`config.mk`:
```
export PLATFORM = sky130hd
export DESIGN_NAME = tflp_ctrl
export DESIGN_NICKNAME = d
export VERILOG_FILES = /design/src/hdl/tflp_pkg.sv /design/src/hdl/tflp_ctrl.sv
export SDC_FILE = /design/constraint.sdc
export NUM_CORES = 1
export LEC_CHECK = 0
export BUFFER_PORTS_ARGS = -buffer_cell sky130_fd_sc_hd__buf_2
export CAP_MARGIN = 20
export CORE_AREA = 2 2 39 41
export CTS_BUF_LIST = sky130_fd_sc_hd__clkbuf_4
export DETAILED_ROUTE_END_ITERATION = 10
export DIE_AREA = 0 0 41 43
export SETUP_SLACK_MARGIN = 0.05
export SLEW_MARGIN = 25
export SYNTH_ARGS = -nofsm -noshare
export SYNTH_HDL_FRONTEND = slang
export SYNTH_SLANG_ARGS = --single-unit
```
`constraint.sdc`:
```
create_clock -name clk -period 1.9 [get_ports clk]
set_input_delay 0.285 -clock clk [delete_from_list [all_inputs] [get_ports clk]]
set_output_delay 0.285 -clock clk [all_outputs]
set_load 0.005 [all_outputs]
```
`src/hdl/tflp_pkg.sv`:
```
// shared types and constants for the two-level first-fit packer
// no dependencies; imported by the controller, the datapath and the top level
`default_nettype none

package tflp_pkg;

	localparam int IDX_W = 3;
	localparam int CAP_W = 32;
	localparam int PWR_W = 16;
	localparam int OBJ_W = 32;
	localparam int CFG_W = 4;
	localparam int FUNC_W = 2;

	// request word: router, link, capacity, power, flow size, zero fill
	localparam int IN_DW = 88;
	// result word: forwarded, lost, router, link, objective
	localparam int OUT_DW = 40;

	localparam logic [CFG_W-1:0] CFG_COUNT_RESET = 4'd8;

	localparam logic [FUNC_W-1:0] FUNC_LOAD_ROUTER = 2'd0;
	localparam logic [FUNC_W-1:0] FUNC_LOAD_LINK = 2'd1;
	localparam logic [FUNC_W-1:0] FUNC_PACK = 2'd2;

	typedef struct packed {
		logic capture;
		logic scan_start;
		logic scan_step;
		logic eval;
		logic mark_lost;
		logic load;
		logic commit;
		logic add_router;
		logic publish;
	} tflp_cmd_t;

	typedef struct packed {
		logic hit;
		logic last;
	} tflp_status_t;

endpackage

`default_nettype wire

```
`src/hdl/tflp_ctrl.sv`:
```
// sequencing state machine of the packer: request intake, scan, update, result hand-off
// depends on tflp_pkg; drives the datapath through tflp_cmd_t, watches tflp_status_t
`default_nettype none

module tflp_ctrl
	import tflp_pkg::*;
(
	input  wire logic                 clk,
	input  wire logic                 arst_n,
	input  wire logic                 s_tvalid,
	output logic                      s_tready,
	input  wire logic [FUNC_W-1:0]    s_tuser,
	output logic                      m_tvalid,
	input  wire logic                 m_tready,
	input  wire tflp_status_t         status,
	output tflp_cmd_t                 cmd
);

	typedef enum logic [2:0] {
		ST_IDLE,
		ST_LOAD,
		ST_EVAL,
		ST_ADD_LINK,
		ST_ADD_ROUTER,
		ST_FINISH
	} state_t;

	state_t state_q;
	logic   slot_free;

	assign s_tready = (state_q == ST_IDLE);
	assign slot_free = !m_tvalid || m_tready;

	always_comb begin
		cmd = '0;
		case (state_q)
			ST_IDLE: begin
				cmd.capture = s_tvalid;
				cmd.scan_start = s_tvalid && (s_tuser == FUNC_PACK);
			end
			ST_LOAD: cmd.load = 1'b1;
			ST_EVAL: begin
				cmd.eval = 1'b1;
				cmd.mark_lost = !status.hit && status.last;
				cmd.scan_step = !status.hit && !status.last;
			end
			ST_ADD_LINK: cmd.commit = 1'b1;
			ST_ADD_ROUTER: cmd.add_router = 1'b1;
			ST_FINISH: cmd.publish = slot_free;
			default: cmd = '0;
		endcase
	end

	always_ff @(posedge clk or negedge arst_n) begin
		if (!arst_n) begin
			state_q <= ST_IDLE;
			m_tvalid <= 1'b0;
		end else begin
			if (m_tready && !cmd.publish)
				m_tvalid <= 1'b0;
			case (state_q)
				ST_IDLE: begin
					if (s_tvalid) begin
						case (s_tuser)
							FUNC_PACK: state_q <= ST_EVAL;
							FUNC_LOAD_ROUTER: state_q <= ST_LOAD;
							FUNC_LOAD_LINK: state_q <= ST_LOAD;
							default: state_q <= ST_FINISH;
						endcase
					end
				end
				ST_LOAD: state_q <= ST_FINISH;
				ST_EVAL: begin
					if (status.hit)
						state_q <= ST_ADD_LINK;
					else if (status.last)
						state_q <= ST_FINISH;
				end
				ST_ADD_LINK: state_q <= ST_ADD_ROUTER;
				ST_ADD_ROUTER: state_q <= ST_FINISH;
				ST_FINISH: begin
					if (slot_free) begin
						m_tvalid <= 1'b1;
						state_q <= ST_IDLE;
					end
				end
				default: state_q <= ST_IDLE;
			endcase
		end
	end

endmodule

`default_nettype wire

```
# After elaboration in Yosys (flattened, before gate mapping)
# Cells that the tools add are included.
dict set report word_totals {
  regBits 4
  elab_cells 41
  out_inout_bits 11
}
dict set report classes {
  n_eq_ne 10
  mux 15
  reduce_logical 14
}
# op n
set op_table {}
lappend op_table {{3-bit two-way mux} 5}
lappend op_table {{3-bit case mux with 5 select lines} 1}
lappend op_table {{1-bit two-way mux} 7}
lappend op_table {{3-bit by 2-bit == test with 1-bit output (second input constant)} 2}
lappend op_table {{3-bit == test (second input constant)} 2}
lappend op_table {{3-bit case mux with 2 select lines} 1}
lappend op_table {{1-bit logical AND} 4}
lappend op_table {{1-bit logical NOT} 4}
lappend op_table {{2-bit inequality test (second input constant)} 2}
lappend op_table {{2-bit OR reduction} 2}
lappend op_table {{3-bit by 1-bit == test with 1-bit output (second input constant)} 1}
lappend op_table {{3-bit logical NOT} 1}
lappend op_table {{3-bit inequality test (second input constant)} 1}
lappend op_table {{3-bit AND reduction} 1}
lappend op_table {{2-bit by 1-bit == test with 1-bit output (second input constant)} 1}
lappend op_table {{2-bit == test (second input constant)} 1}
lappend op_table {{2-bit logical NOT} 1}
lappend op_table {{2-bit two-way mux} 1}
lappend op_table {{1-bit logical OR} 1}

# Logic depth before layout (Yosys ltp)
dict set report depth {
  ltp_word 8
  mapped_depth 3
}

# Worst setup path before layout
# No wires, ideal clock.
dict set report synth_path {
  kind {register -> output}
  startpoint {reg state_q[0]}
  endpoint {out cmd[7] (netlist name)}
  arrival_ns 0.907
  setup_slack_ns 0.708
  stages_incl_launch_ff 3
  cell_sequence {dfrtp_1 > nor3_4 > and4b_1}
}
# element line_no
set synth_lines {}
lappend synth_lines {{start, declared} tflp_ctrl.sv:28} ;# state_t state_q;
lappend synth_lines {{start signal, assigned} tflp_ctrl.sv:56} ;# state_q <= ST_IDLE;
lappend synth_lines {{start signal, assigned} tflp_ctrl.sv:65} ;# FUNC_PACK: state_q <= ST_EVAL;
lappend synth_lines {{start signal, assigned} tflp_ctrl.sv:66} ;# FUNC_LOAD_ROUTER: state_q <= ST_LOAD;
lappend synth_lines {{end, declared} tflp_ctrl.sv:16} ;# output tflp_cmd_t cmd

==> out/results.ini <==
[global_route]
antenna_found_initial = 0
grt_max_degree = 9
grt_pass1_vias = 267
grt_pass1_wl_mm = 1.08
grt-ovfl-total = 0
grtUsageTotal_pct = 9.55

[cts]
h-tree-depth = 1
cts_tree = built
root_buffer = clkbuf_4
ctsResizeCount = 0
numCtsBuffers = 3
clk_path_buf_depth = 2
cts_sinks = 4
clk_pin_slew_ns = 0.04
postCtsSetupRepairBufs = 0
clock_latency_ns = 0.24

[placed_design]
placed_cell_area_um2 = 405
place_ws_ns = 0.553
routabilityCongestion = 0.806
dp_hpwl_um = 595
io_buffers = 18
place_inst = 67

[routing]
wl_met1_um = 341
wirelength_um = 725
route.met3.wl_um = 75
num_vias = 323
drc = 0
drt-wirelength-per-cell_um = 10.2
via_per_inst = 4.55
drt_iter0_drc = 9
top_layer = met3
ant_nets = 0
routed-wl-met2_um = 309
first_pass_iters = 6

[yosys]
ys.flop_type = dfrtp_1
ys_seq_elements = 4
yosys-top-cells-area = dfrtp_1 (34%), nor3_4 (5.5%), and2_2 (5.1%), nand2b_1 (4.2%), nor2_1 (3.8%)
synth_top_area_share_pct = 33.9
yosysWarnings = 0
yosys-top-cells-count = dfrtp_1 (4), nor2_1 (3)
syn_avg_cell_area_um2 = 8.95
async_reset_ff_share_pct = 100
synthesis.nets = 41
synth_seq_area_share_pct = 33.9
yosysMostFrequentCell = dfrtp_1
syn_area_um2 = 295
synth_top_area_cell = dfrtp_1
syn_inst = 33
synth_enable_flop_cells = 0
yosysUniqueCellTypes = 24

[cells_and_area]
drive_above_1_share_pct = 52.7
final_cells = 71
layout.nets = 65
fin_area_um2 = 438
regArea_um2 = 100
multi_input_area_um2 = 184
num-fill-cells = 153
post-route-util_pct = 31.6
area.growth.synth_to_final_pct = 48.3
diodes = 0

[floorplan]
num_io_pins = 19
row_count = 14
start_util_pct = 21.3
die_h_um = 43
dieArea_um2 = 1760
core_um2 = 1380
fp.dieW_um = 41

[timing]
holdWs_ns = 0.358
slew_headroom_pct = 81.2
tightest_slew_ns = 0.282
final_hold_viol_count = 0
period_share_pct = 84.0
finalClockSkew_ns = 0.00154
drv_slew = 0
finalSetupTns_ns = 0
period_needed_ns = 1.60
timing.fmax_mhz = 627
finalWorstSetupSlack_ns = 0.304
setup_viol = 0
grt_setup_unrepaired = false

[power]
peakVddDrop_mv = 0.437
powerDensity_nw_per_um2 = 1210
leakagePower_nw = 0.247
total_power_mw = 0.530

[worst_setup_path]
max_stage_delay_ns = 0.49
crit_path_cell_trace = and2b_2 > and2_2 > buf_2
cp-end-kind = primary output
cp_slowest_cell = dfrtp_1
path_class = register to primary output
worstSetupStartpointType = register
crit_required_ns = 1.62
worstPathArrival_ns = 1.31
path_max_fanout = 7

[min_path]
hold_class = primary input to register

[outcome]
status = completed

[flow_run]
maxCapViolCount = 0

[report_power, final]
part	internal (mW)	switching (mW)	leakage, nW
Combinational	0.131	0.111	0.185
Clock	0.0708	0.0370	0.0138
Sequential	0.120	0.0595	0.0480
Total	0.322	0.207	0.247
[final timing paths]
check,start,endpoint,slack [ns],depth (start not counted)
worst max register to register,state_q[2]$_DFFE_PN0P_,state_q[2]$_DFFE_PN0P_,0.76,3
max in group asynchronous,arst_n,m_tvalid$_DFF_PN0_,1.41,2
worst max-delay path,state_q[2]$_DFFE_PN0P_,cmd[2],0.30,3
min in group asynchronous,arst_n,state_q[0]$_DFFE_PN0P_,0.37,2
worst min-delay path,s_tuser[1],state_q[2]$_DFFE_PN0P_,0.36,3
worst min register to register,m_tvalid$_DFF_PN0_,m_tvalid$_DFF_PN0_,0.58,2
[timing repair]
action                                  4_1_cts  5_1_grt
hold endpoints to repair                      4        0
endpoints found under the setup margin        0        0
hold buffers                                  1        0
[cell usage in the layout (no fill, tap or decap), drive strengths merged]
| cell type | n |
|---|---|
| buf | 18 |
| dfrtp | 4 |
| nor2 | 3 |
| clkbuf | 3 |
| nand2b | 3 |
| inv | 3 |
| o21ai | 3 |
| nor3 | 3 |
| and2 | 2 |
| and2b | 2 |
| nor2b | 1 |
| and4b | 1 |
| nand2 | 1 |
| o21bai | 1 |
| a21o | 1 |
| a222oi | 1 |
| nand4 | 1 |
| a211o | 1 |
| a22oi | 1 |
| nand3 | 1 |
| dlygate4sd3 | 1 |
[final cells by class]
| type | instances | share of cell area (%) |
|---|---|---|
| multi-input combinational | 26 | 42.0 |
| sequential | 4 | 22.9 |
| clock buffer | 3 | 5.14 |
| inverter | 3 | 2.57 |
| tap | 16 | 4.57 |
| timing repair buffer | 19 | 22.9 |
[sequential cells by signal, indices dropped and copies added (netlist names)]
name	flops
m_tvalid	1
state_q	3
[logic make-up (layout without fill, tap and decap cells)]
kind of cell / count (synthesis) / after routing / synth area share, %
AOI/OAI and AO/OA: 8 / 8 / 19.5
buffers and inverters: 3 / 25 / 3.81
DFF: 4 / 4 / 33.9
and+or+nand+nor: 18 / 18 / 42.8
[routing by layer]
layer / GRT usage (%) / vias to the layer above
li1: - / 163
met1: 12.6 / 142
met2: 10.9 / 18
met3: 6.28 / 0
met4: 6.00 / 0
met5: 0 / -
[critical path: cells and delay by family, from the launching register on]
kind	cells	cell delay, ns
simple gates	2	0.47
flops	1	0.49
buf+inv	1	0.12
No activity file was read; power rests on OpenSTA's default activity.
